$ cat src/sv/aac_pkg.sv
`default_nettype none
// ----------------------------------------------------------------------------
// aac_pkg
// Shared widths, codes and types of the accelerometer activity classifier.
// ----------------------------------------------------------------------------
package aac_pkg;

  localparam int ACCEL_BITS = 16;             // axis bits taken from each field
  localparam int TIME_BITS  = 32;             // timestamp bits taken from now_ms

  localparam int FIELD_W    = 16;             // packed width of one axis field
  localparam int NOW_W      = 32;             // packed width of now_ms
  localparam int SUM_W      = 2 * ACCEL_BITS; // three squares stay below 2^SUM_W
  localparam int MAG_W      = 16;
  localparam int STEP_W     = 32;
  localparam int THR_W      = 16;
  localparam int WIN_W      = 32;
  localparam int INC_W      = 8;
  localparam int CMP_W      = (TIME_BITS > WIN_W) ? TIME_BITS : WIN_W;

  localparam int IN_DATA_W  = 80;             // 3 x 16 + 32
  localparam int OUT_DATA_W = 56;             // 3 + 32 + 16 + 1, padded to bytes
  localparam int CFG_IDX_W  = 3;
  localparam int CFG_DATA_W = 32;

  localparam logic [CFG_IDX_W-1:0] REG_MOVE_THR  = 3'd0;
  localparam logic [CFG_IDX_W-1:0] REG_WALK_THR  = 3'd1;
  localparam logic [CFG_IDX_W-1:0] REG_RUN_THR   = 3'd2;
  localparam logic [CFG_IDX_W-1:0] REG_ACTIVE_WIN = 3'd3;
  localparam logic [CFG_IDX_W-1:0] REG_STILL_WIN = 3'd4;
  localparam logic [CFG_IDX_W-1:0] REG_WALK_INC  = 3'd5;
  localparam logic [CFG_IDX_W-1:0] REG_RUN_INC   = 3'd6;

  typedef enum logic [2:0] {
    ACT_SITTING = 3'd0,
    ACT_STILL   = 3'd1,
    ACT_MOVING  = 3'd2,
    ACT_WALKING = 3'd3,
    ACT_RUNNING = 3'd4
  } activity_t;

  typedef struct packed {
    logic [THR_W-1:0] move_threshold;
    logic [THR_W-1:0] walk_threshold;
    logic [THR_W-1:0] run_threshold;
    logic [WIN_W-1:0] active_window_ms;
    logic [WIN_W-1:0] still_window_ms;
    logic [INC_W-1:0] walk_step_increment;
    logic [INC_W-1:0] run_step_increment;
  } cfg_t;

  typedef struct packed {
    activity_t         activity;
    logic [STEP_W-1:0] step_count;
    logic [MAG_W-1:0]  magnitude;
    logic              moved;
  } res_t;

endpackage
`default_nettype wire

$ cat src/sv/aac_sumsq.sv
`default_nettype none
// ----------------------------------------------------------------------------
// aac_sumsq
// Sum of squared axes, one shared multiplier used once per axis.
// ----------------------------------------------------------------------------
module aac_sumsq (
  input  wire logic                           clk,
  input  wire logic                           rst,
  input  wire logic                           start,
  input  wire logic [aac_pkg::ACCEL_BITS-1:0] ax,
  input  wire logic [aac_pkg::ACCEL_BITS-1:0] ay,
  input  wire logic [aac_pkg::ACCEL_BITS-1:0] az,
  output logic                                done,
  output logic [aac_pkg::SUM_W-1:0]           sum
);
  import aac_pkg::*;

  logic [ACCEL_BITS-1:0] axis_q [3];
  logic [ACCEL_BITS-1:0] abs_val;
  logic [SUM_W-1:0]      prod;
  logic                  prod_valid;
  logic [1:0]            issued;
  logic                  busy;

  // Two's complement magnitude; the most negative code maps to 2^(ACCEL_BITS-1).
  assign abs_val = axis_q[0][ACCEL_BITS-1] ? (~axis_q[0] + 1'b1) : axis_q[0];

  always_ff @(posedge clk) begin
    if (rst) begin
      busy       <= 1'b0;
      prod_valid <= 1'b0;
      issued     <= 2'd0;
      done       <= 1'b0;
    end else begin
      done <= 1'b0;
      if (start) begin
        axis_q[0]  <= ax;
        axis_q[1]  <= ay;
        axis_q[2]  <= az;
        busy       <= 1'b1;
        issued     <= 2'd0;
        prod_valid <= 1'b0;
        sum        <= '0;
      end else if (busy) begin
        if (issued != 2'd3) begin
          prod       <= SUM_W'(abs_val) * SUM_W'(abs_val);
          prod_valid <= 1'b1;
          axis_q[0]  <= axis_q[1];
          axis_q[1]  <= axis_q[2];
          issued     <= issued + 2'd1;
        end else begin
          prod_valid <= 1'b0;
        end
        if (prod_valid) begin
          sum <= sum + prod;
          // last product lands: finish
          if (issued == 2'd3) begin
            done <= 1'b1;
            busy <= 1'b0;
          end
        end
      end
    end
  end

endmodule
`default_nettype wire

$ cat src/sv/aac_isqrt.sv
`default_nettype none
// ----------------------------------------------------------------------------
// aac_isqrt
// Floored integer square root, one result bit per cycle through a shared
// subtract and compare.
// ----------------------------------------------------------------------------
module aac_isqrt (
  input  wire logic                          clk,
  input  wire logic                          rst,
  input  wire logic                          start,
  input  wire logic [aac_pkg::SUM_W-1:0]     radicand,
  output logic                               done,
  output logic [aac_pkg::ACCEL_BITS-1:0]     root
);
  import aac_pkg::*;

  localparam int CNT_W = $clog2(ACCEL_BITS);
  localparam int REM_W = ACCEL_BITS + 2;

  logic [SUM_W-1:0] src;
  logic [REM_W-1:0] rem;
  logic [CNT_W-1:0] cnt;
  logic             busy;
  logic [REM_W+1:0] rem_sh;
  logic [REM_W+1:0] trial;
  logic [REM_W+1:0] diff;
  logic             fits;

  // Bring down the next two radicand bits and try root*4+1.
  assign rem_sh = {rem, src[SUM_W-1 -: 2]};
  assign trial  = {2'b00, root, 2'b01};
  assign fits   = (rem_sh >= trial);
  assign diff   = rem_sh - trial;

  always_ff @(posedge clk) begin
    if (rst) begin
      busy <= 1'b0;
      done <= 1'b0;
      cnt  <= '0;
    end else begin
      done <= 1'b0;
      if (start) begin
        busy <= 1'b1;
        cnt  <= CNT_W'(ACCEL_BITS - 1);
        src  <= radicand;
        rem  <= '0;
        root <= '0;
      end else if (busy) begin
        src  <= {src[SUM_W-3:0], 2'b00};
        rem  <= fits ? diff[REM_W-1:0] : rem_sh[REM_W-1:0];
        root <= {root[ACCEL_BITS-2:0], fits};
        cnt  <= cnt - 1'b1;
        if (cnt == '0) begin
          busy <= 1'b0;
          done <= 1'b1;
        end
      end
    end
  end

endmodule
`default_nettype wire

$ cat src/sv/aac_track.sv
`default_nettype none
// ----------------------------------------------------------------------------
// aac_track
// Movement, step and activity tracking state, updated once per sample.
// ----------------------------------------------------------------------------
module aac_track (
  input  wire logic                          clk,
  input  wire logic                          rst,
  input  wire aac_pkg::cfg_t                 cfg,
  input  wire logic                          update,
  input  wire logic [aac_pkg::MAG_W-1:0]     mag,
  input  wire logic [aac_pkg::TIME_BITS-1:0] now,
  output aac_pkg::res_t                      res
);
  import aac_pkg::*;

  logic [MAG_W-1:0]     last_magnitude;
  logic [TIME_BITS-1:0] last_movement_ms;
  logic [STEP_W-1:0]    step_total;
  activity_t            previous_activity;

  logic [MAG_W-1:0]     delta;
  logic                 moved;
  logic [TIME_BITS-1:0] last_movement_ms_next;
  logic [TIME_BITS-1:0] elapsed;
  logic [CMP_W-1:0]     elapsed_ext;
  logic [STEP_W-1:0]    step_total_next;
  activity_t            activity_next;

  always_comb begin
    delta = (mag > last_magnitude) ? (mag - last_magnitude) : (last_magnitude - mag);
    moved = (delta > cfg.move_threshold);
    last_movement_ms_next = moved ? now : last_movement_ms;
    elapsed     = now - last_movement_ms_next;
    elapsed_ext = CMP_W'(elapsed);

    // increment follows the class of the previous sample
    case (previous_activity)
      ACT_WALKING: step_total_next = step_total + STEP_W'(cfg.walk_step_increment);
      ACT_RUNNING: step_total_next = step_total + STEP_W'(cfg.run_step_increment);
      default:     step_total_next = step_total;
    endcase

    if (elapsed_ext < CMP_W'(cfg.active_window_ms)) begin
      if (mag > cfg.run_threshold) begin
        activity_next = ACT_RUNNING;
      end else if (mag > cfg.walk_threshold) begin
        activity_next = ACT_WALKING;
      end else begin
        activity_next = ACT_MOVING;
      end
    end else if (elapsed_ext < CMP_W'(cfg.still_window_ms)) begin
      activity_next = ACT_STILL;
    end else begin
      activity_next = ACT_SITTING;
    end

    res.activity   = activity_next;
    res.step_count = step_total_next;
    res.magnitude  = mag;
    res.moved      = moved;
  end

  always_ff @(posedge clk) begin
    if (rst) begin
      last_magnitude    <= '0;
      last_movement_ms  <= '0;
      step_total        <= '0;
      previous_activity <= ACT_SITTING;
    end else if (update) begin
      last_magnitude    <= mag;
      last_movement_ms  <= last_movement_ms_next;
      step_total        <= step_total_next;
      previous_activity <= activity_next;
    end
  end

endmodule
`default_nettype wire

$ cat src/sv/accel_activity_classifier.sv
`default_nettype none
// ----------------------------------------------------------------------------
// accel_activity_classifier
// Activity classifier and step estimator for three-axis accelerometer samples.
// ----------------------------------------------------------------------------
// Each accepted item holds three raw axes and a millisecond timestamp; the
// block returns one item with the activity class, the running step total, the
// floored magnitude sqrt(x^2+y^2+z^2) and the movement flag. An accepted item
// passes through three phases: the squares, which pass one at a time through
// a single multiplier and accumulator, the square root, which resolves one
// bit per cycle, and the tracking update. Input ready is high only while the
// sequencer is idle, so a new item is taken only once the last result has
// been registered for the output; a result still waiting on the output holds
// the update.
// Configuration writes go through cfg_we/cfg_index/cfg_wdata and take effect
// at once; write them only while no item is in flight.
// ----------------------------------------------------------------------------
module accel_activity_classifier (
  input  wire logic                             clk,
  input  wire logic                             rst,
  input  wire logic                             s_axis_tvalid,
  output logic                                  s_axis_tready,
  // accel_x[15:0], accel_y[31:16], accel_z[47:32], now_ms[79:48]
  input  wire logic [aac_pkg::IN_DATA_W-1:0]    s_axis_tdata,
  output logic                                  m_axis_tvalid,
  input  wire logic                             m_axis_tready,
  // activity[2:0], step_count[34:3], magnitude[50:35], moved[51], zero[55:52]
  output logic [aac_pkg::OUT_DATA_W-1:0]        m_axis_tdata,
  input  wire logic                             cfg_we,
  input  wire logic [aac_pkg::CFG_IDX_W-1:0]    cfg_index,
  input  wire logic [aac_pkg::CFG_DATA_W-1:0]   cfg_wdata
);
  import aac_pkg::*;

  typedef enum logic [1:0] {
    IDLE,
    SQUARE,
    ROOT,
    UPDATE
  } state_t;

  state_t               state;
  cfg_t                 cfg;
  logic [TIME_BITS-1:0] now_q;

  logic                  accept;
  logic                  sq_done;
  logic [SUM_W-1:0]      sq_sum;
  logic                  rt_done;
  logic [ACCEL_BITS-1:0] rt_root;
  logic                  trk_update;
  res_t                  trk_res;

  assign s_axis_tready = (state == IDLE);
  assign accept        = s_axis_tvalid && s_axis_tready;
  assign trk_update    = (state == UPDATE) && (!m_axis_tvalid || m_axis_tready);

  always_ff @(posedge clk) begin
    if (rst) begin
      cfg.move_threshold      <= 16'd819;
      cfg.walk_threshold      <= 16'd19661;
      cfg.run_threshold       <= 16'd24576;
      cfg.active_window_ms    <= 32'd1000;
      cfg.still_window_ms     <= 32'd30000;
      cfg.walk_step_increment <= 8'd2;
      cfg.run_step_increment  <= 8'd3;
    end else if (cfg_we) begin
      case (cfg_index)
        REG_MOVE_THR:   cfg.move_threshold      <= cfg_wdata[THR_W-1:0];
        REG_WALK_THR:   cfg.walk_threshold      <= cfg_wdata[THR_W-1:0];
        REG_RUN_THR:    cfg.run_threshold       <= cfg_wdata[THR_W-1:0];
        REG_ACTIVE_WIN: cfg.active_window_ms    <= cfg_wdata[WIN_W-1:0];
        REG_STILL_WIN:  cfg.still_window_ms     <= cfg_wdata[WIN_W-1:0];
        REG_WALK_INC:   cfg.walk_step_increment <= cfg_wdata[INC_W-1:0];
        REG_RUN_INC:    cfg.run_step_increment  <= cfg_wdata[INC_W-1:0];
        default: ;
      endcase
    end
  end

  aac_sumsq u_sumsq (
    .clk   (clk),
    .rst   (rst),
    .start (accept),
    .ax    (ACCEL_BITS'(s_axis_tdata[FIELD_W-1:0])),
    .ay    (ACCEL_BITS'(s_axis_tdata[2*FIELD_W-1:FIELD_W])),
    .az    (ACCEL_BITS'(s_axis_tdata[3*FIELD_W-1:2*FIELD_W])),
    .done  (sq_done),
    .sum   (sq_sum)
  );

  aac_isqrt u_isqrt (
    .clk      (clk),
    .rst      (rst),
    .start    (sq_done),
    .radicand (sq_sum),
    .done     (rt_done),
    .root     (rt_root)
  );

  aac_track u_track (
    .clk    (clk),
    .rst    (rst),
    .cfg    (cfg),
    .update (trk_update),
    .mag    (MAG_W'(rt_root)),
    .now    (now_q),
    .res    (trk_res)
  );

  always_ff @(posedge clk) begin
    if (rst) begin
      state         <= IDLE;
      m_axis_tvalid <= 1'b0;
    end else begin
      if (m_axis_tvalid && m_axis_tready && !trk_update) begin
        m_axis_tvalid <= 1'b0;
      end
      case (state)
        IDLE: begin
          if (accept) begin
            now_q <= TIME_BITS'(s_axis_tdata[3*FIELD_W+NOW_W-1:3*FIELD_W]);
            state <= SQUARE;
          end
        end
        SQUARE: begin
          if (sq_done) begin
            state <= ROOT;
          end
        end
        ROOT: begin
          if (rt_done) begin
            state <= UPDATE;
          end
        end
        UPDATE: begin
          // hold until the output slot is free
          if (trk_update) begin
            m_axis_tvalid <= 1'b1;
            m_axis_tdata  <= {4'b0000, trk_res.moved, trk_res.magnitude,
                              trk_res.step_count, trk_res.activity};
            state         <= IDLE;
          end
        end
        default: state <= IDLE;
      endcase
    end
  end

  a_busy_after_accept: assert property (@(posedge clk) disable iff (rst)
    accept |=> !s_axis_tready)
    else $error("input ready while an item is in flight");

  a_sq_done_in_square: assert property (@(posedge clk) disable iff (rst)
    sq_done |-> (state == SQUARE))
    else $error("sum of squares finished outside the square phase");

  a_rt_done_in_root: assert property (@(posedge clk) disable iff (rst)
    rt_done |-> (state == ROOT))
    else $error("square root finished outside the root phase");

  a_update_presents: assert property (@(posedge clk) disable iff (rst)
    trk_update |=> (m_axis_tvalid && (m_axis_tdata[2:0] <= ACT_RUNNING)))
    else $error("tracking update did not present a valid result item");

endmodule
`default_nettype wire
$ cat config.mk
export PLATFORM = sky130hd
export DESIGN_NAME = accel_activity_classifier
export DESIGN_NICKNAME = d
export VERILOG_FILES = /design/src/sv/aac_pkg.sv /design/src/sv/aac_sumsq.sv /design/src/sv/aac_isqrt.sv /design/src/sv/aac_track.sv /design/src/sv/accel_activity_classifier.sv
export SDC_FILE = /design/constraint.sdc
export NUM_CORES = 2
export LEC_CHECK = 0
export BUFFER_PORTS_ARGS = -buffer_cell sky130_fd_sc_hd__buf_2
export CAP_MARGIN = 25
export CELL_PAD_IN_SITES_DETAIL_PLACEMENT = 1
export CELL_PAD_IN_SITES_GLOBAL_PLACEMENT = 1
export CORE_MARGIN = 2
export CORE_UTILIZATION = 53
export DETAILED_ROUTE_END_ITERATION = 16
export GPL_TIMING_DRIVEN = 1
export PLACE_DENSITY = 0.95
export SLEW_MARGIN = 10
export SYNTH_ARGS = -nofsm -noshare
export SYNTH_HDL_FRONTEND = slang
export SYNTH_SLANG_ARGS = --single-unit
$ cat constraint.sdc
create_clock -name clk -period 17.73 [get_ports clk]
set_clock_uncertainty 0.15 [all_clocks]
set_input_delay 1.773 -clock clk [delete_from_list [all_inputs] [get_ports clk]]
set_output_delay 1.773 -clock clk [all_outputs]
set_load 0.005 [all_outputs]
==> results.md <==
Clock tree:
- After clock tree synthesis, the clock-pin slew on the worst setup and hold paths is 0.07 ns.
- The number of clock buffers added by TritonCTS is 55.
- The number of hold buffers added after CTS was 0.
- The worst-skew pair later-pin latency is 0.66 ns.
- The clock drives 486 sinks.
- The clock tree from TritonCTS is built.
- The number of H-tree branching levels is 2.
- In this run the post-CTS setup repair buffer count came out at 0.
- The worst-case clock buffer depth is 3.
- The number of gates resized after cts is 0.
- The master cell of the clock root buffer is clkbuf_16.

Timing:
- The pin slew with the least headroom to its limit is 1.13 ns.
- The final period demand of the worst path is 12.57 ns.
- The setup total negative slack is 0 ns.
- After layout, the worst path uses 70.9% of the clock period.
- Setup repair after global routing left no endpoint under its margin.
- The final-report max-slew violation count is 0.
- The final setup violation count is 0.
- Headroom to the max-slew limit came out at 24.4%.
- The count of endpoints failing hold in the final timing report is 0.
- For this run, the top clock speed supported by timing is 79.6 MHz.

Synth:
- The simple logic cell fraction of the synthesized area is 14.5%.
- After synthesis, the most frequently instantiated cells are 492 x nand2_1, 377 x inv_1, 330 x ha_1.
- By area, the combinational part of the netlist is dominated by adder cells.
- Summed over its instances, the top area cell type makes up 23.4% of the synthesized netlist area.
- The flop and latch count out of synthesis is 486.
- Multiplexer cells account for 2.99% of the synthesized area.
- The area share of xor/xnor cells in the synthesized design is 4.59%.
- The synthesized area divided by synthesized cell count is 9.48 sq um.
- During synthesis, Yosys emitted a total of 0 warnings.
- The number of distinct library cell variants in the gate-level netlist after synthesis is 82.
- The number of enable-type register cells in the synthesized netlist is 261.
- The part of the Yosys area used for sequential elements is 36.8%.
- In the synthesized netlist the async set-or-reset flop fraction comes to 0%.
- The compound-cell area share of the yosys netlist is 12.9%.
- Yosys instantiated no cell more often than nand2_1.
- The area of the mapped netlist is 0.0336 sq mm.
- The number of standard cells after synthesis is 3541.
- The top cell type by total area after synthesis is edfxtp_1.
- The most used flip-flop cell after synthesis is edfxtp_1.
- The post-synthesis adder-cell area fraction is 22.3%.
- Sorting the synthesized cells by area gives the leading types as edfxtp_1 23%, dfxtp_1 13%, ha_1 12%, fa_1 10%, nand2_1 5.5%.

GRT:
- Entering global routing, the biggest net connects 91 pins.
- Global routing finished with a remaining overflow of 0.
- The via count of the first global-routing pass is 31.8k.
- The number of antenna violations at the first check in global routing is 12.
- The first global-routing pass estimated 186000 microns of wire.
- The total global-route track usage is 36.2%.

Setup path:
- In this run the critical register-to-register path is captured at u_track.previous_activity[0].
- In this run the critical register-to-register path is launched from u_isqrt.root[0].
- By startpoint and endpoint, the worst setup path is classified as reg2reg.
- For this run, the slowest stage of the critical path takes 0.58 ns.
- The logic depth of the worst register-to-register path is 45.
- STA puts the critical path data arrival time at 13.01 ns.
- The largest fanout of any net on the critical path is 36.
- For the worst setup path, the data required time is 18.18 ns.
- The master of the slowest instance on the critical path is buf_4.
- The setup slack of the most critical reg-to-reg path is 5.16 ns.
- The worst setup path is captured at a register.
- The worst setup path is launched from a register.

Place:
- The placer's final routability congestion estimate is 0.903.
- The detailed placement HPWL is 79200 microns.
- The count of buffers added on input and output ports is 173.

Min path:
- The path class of the tightest hold or removal check is reg2reg.
- The worst hold path terminates at cfg[73].
- In this run the most critical hold path is launched from cfg[73].
- The number of instances on the worst hold path is 2.

Routing:
- The detailed-route DRC error count is 0.
- The via total after detailed routing is 29.8k.
- The number of routed nets with antenna violations is 0.
- Using the TritonRoute via totals, the vias-per-cell ratio works out to 6.49.
- The final layout contains routed wiring with a total length of 128000 microns.
- The number of detailed-route iterations in the first pass is 6.
- Dividing the detail-routed wire length by the instance count gives 27.8 microns.
- For this block, the initial DRC count from the detailed router was 3159.

Status:
- The flow ran to the end, and the final reports show no timing, DRC or antenna violations.

Floorplanning:
- The die outline height is 256 microns.
- The number of cell rows is 92.
- The die footprint is 0.0654 sq mm.
- The number of placed I/O pins is 178.
- The die span in x is 256 microns.
- Once the floorplan was initialized, standard cells occupied 53.4% of the core.
- The placeable core region is 0.0629 sq mm.

Cells and area:
- The layout overhead on the synthesized area is 11.1%.
- The net count of the finished layout is 4305.
- Cells with a size suffix above 1 make up 10.1% of the layout.

Run:
- The max-cap violation count is 0.
==> through the flow <==
step / area, sq um / utilization, % / hold WS, ns / std cells / setup slack (ns)
floorplan: 33600 / - / 0.274 / 3555 / 7.56
global placement: 35300 / 56.2 / 0.289 / 4471 / 6.25
detailed placement: 35300 / 56.2 / 0.300 / 4472 / 5.54
CTS: 37200 / 59.1 / 0.309 / 4576 / 5.41
global route: 37300 / 59.3 / 0.330 / 4587 / 4.56
finish: 37300 / 59.3 / 0.308 / 4590 / 5.16
==> worst max-delay path by stage <==
stage	slack, ns	startpoint	end	cells past startpoint
final	5.16	u_isqrt.root[0]	u_track.previous_activity[0]	45
after global routing	4.56	u_isqrt.root[0]	u_track.previous_activity[0]	45
after CTS	5.41	u_isqrt.root[0]	u_track.previous_activity[0]	44
after detailed placement	5.54	u_isqrt.root[0]	u_track.previous_activity[0]	44
after global placement	6.25	u_isqrt.root[0]	u_track.previous_activity[0]	44
after floorplan	7.56	u_isqrt.root[0]	u_track.previous_activity[0]	46
==> cell families after synthesis <==
family	Yosys count
AOI/OAI and AO/OA	675
xor gates and xnor gates	176
adders and majority gates	498
buffers and inverters	513
DFF	486
muxes	95
other	2
and+or+nand+nor	1096
==> worst max-delay path: cells and delay by family (launching register included) <==
kind	cells	cell delay [ns]
AOI/OAI and AO/OA	20	5.27
xor gates and xnor gates	1	0.17
adders and majority gates	6	2.00
buffers and inverters	6	1.35
DFF	1	0.46
and+or+nand+nor	12	3.04
==> registers in the layout, indices dropped and copies added (netlist names), 16 cells and up <==
signal                    count
u_sumsq.sum                  32
u_isqrt.src                  32
u_track.last_magnitude       16
u_track.last_movement_ms     32
u_sumsq.axis_q               48
now_q                        32
m_axis_tdata                 52
cfg                         128
u_isqrt.root                 16
u_sumsq.prod                 31
u_track.step_total           32
u_isqrt.rem                  18
==> layer usage <==
layer	part of all wire [%]	vias up	GRT usage, %
li1	-	12400	-
met1	35	14700	41.5
met2	48	1995	63.3
met3	8.8	763	6.37
met4	7.7	8	21.5
met5	0.036	-	0
==> placed cells by master (no fill, tap or decap), types with 23 or more instances in the layout <==
master	instances
a21oi_1	275
clkbuf_16	56
dfxtp_1	224
xor2_1	69
nand4_1	38
nand2_1	491
inv_1	376
a211o_1	23
nand2b_1	27
a211oi_1	46
xnor2_1	107
mux2_2	42
mux2i_1	53
nor2_1	302
nor3_1	37
ha_1	330
fa_1	168
nand3_1	49
edfxtp_1	261
a21o_1	101
nor2b_1	28
buf_4	28
o21ai_0	75
buf_2	172
==> layout make-up <==
| cell class | instances | area (sq um) |
|---|---|---|
| diodes | 10 | 25.0 |
| clock buffers | 83 | 1610 |
| clock inverters | 21 | 244 |
| fillers | 7092 | 25600 |
| inverters | 383 | 1440 |
| multi-input cells | 2556 | 19400 |
| flip-flops and latches | 486 | 12300 |
| well taps | 846 | 1060 |
| repair buffers | 205 | 1170 |
Power is not shown: default switching activity piles up to over one toggle a cycle in this logic, so the estimate is an artifact.
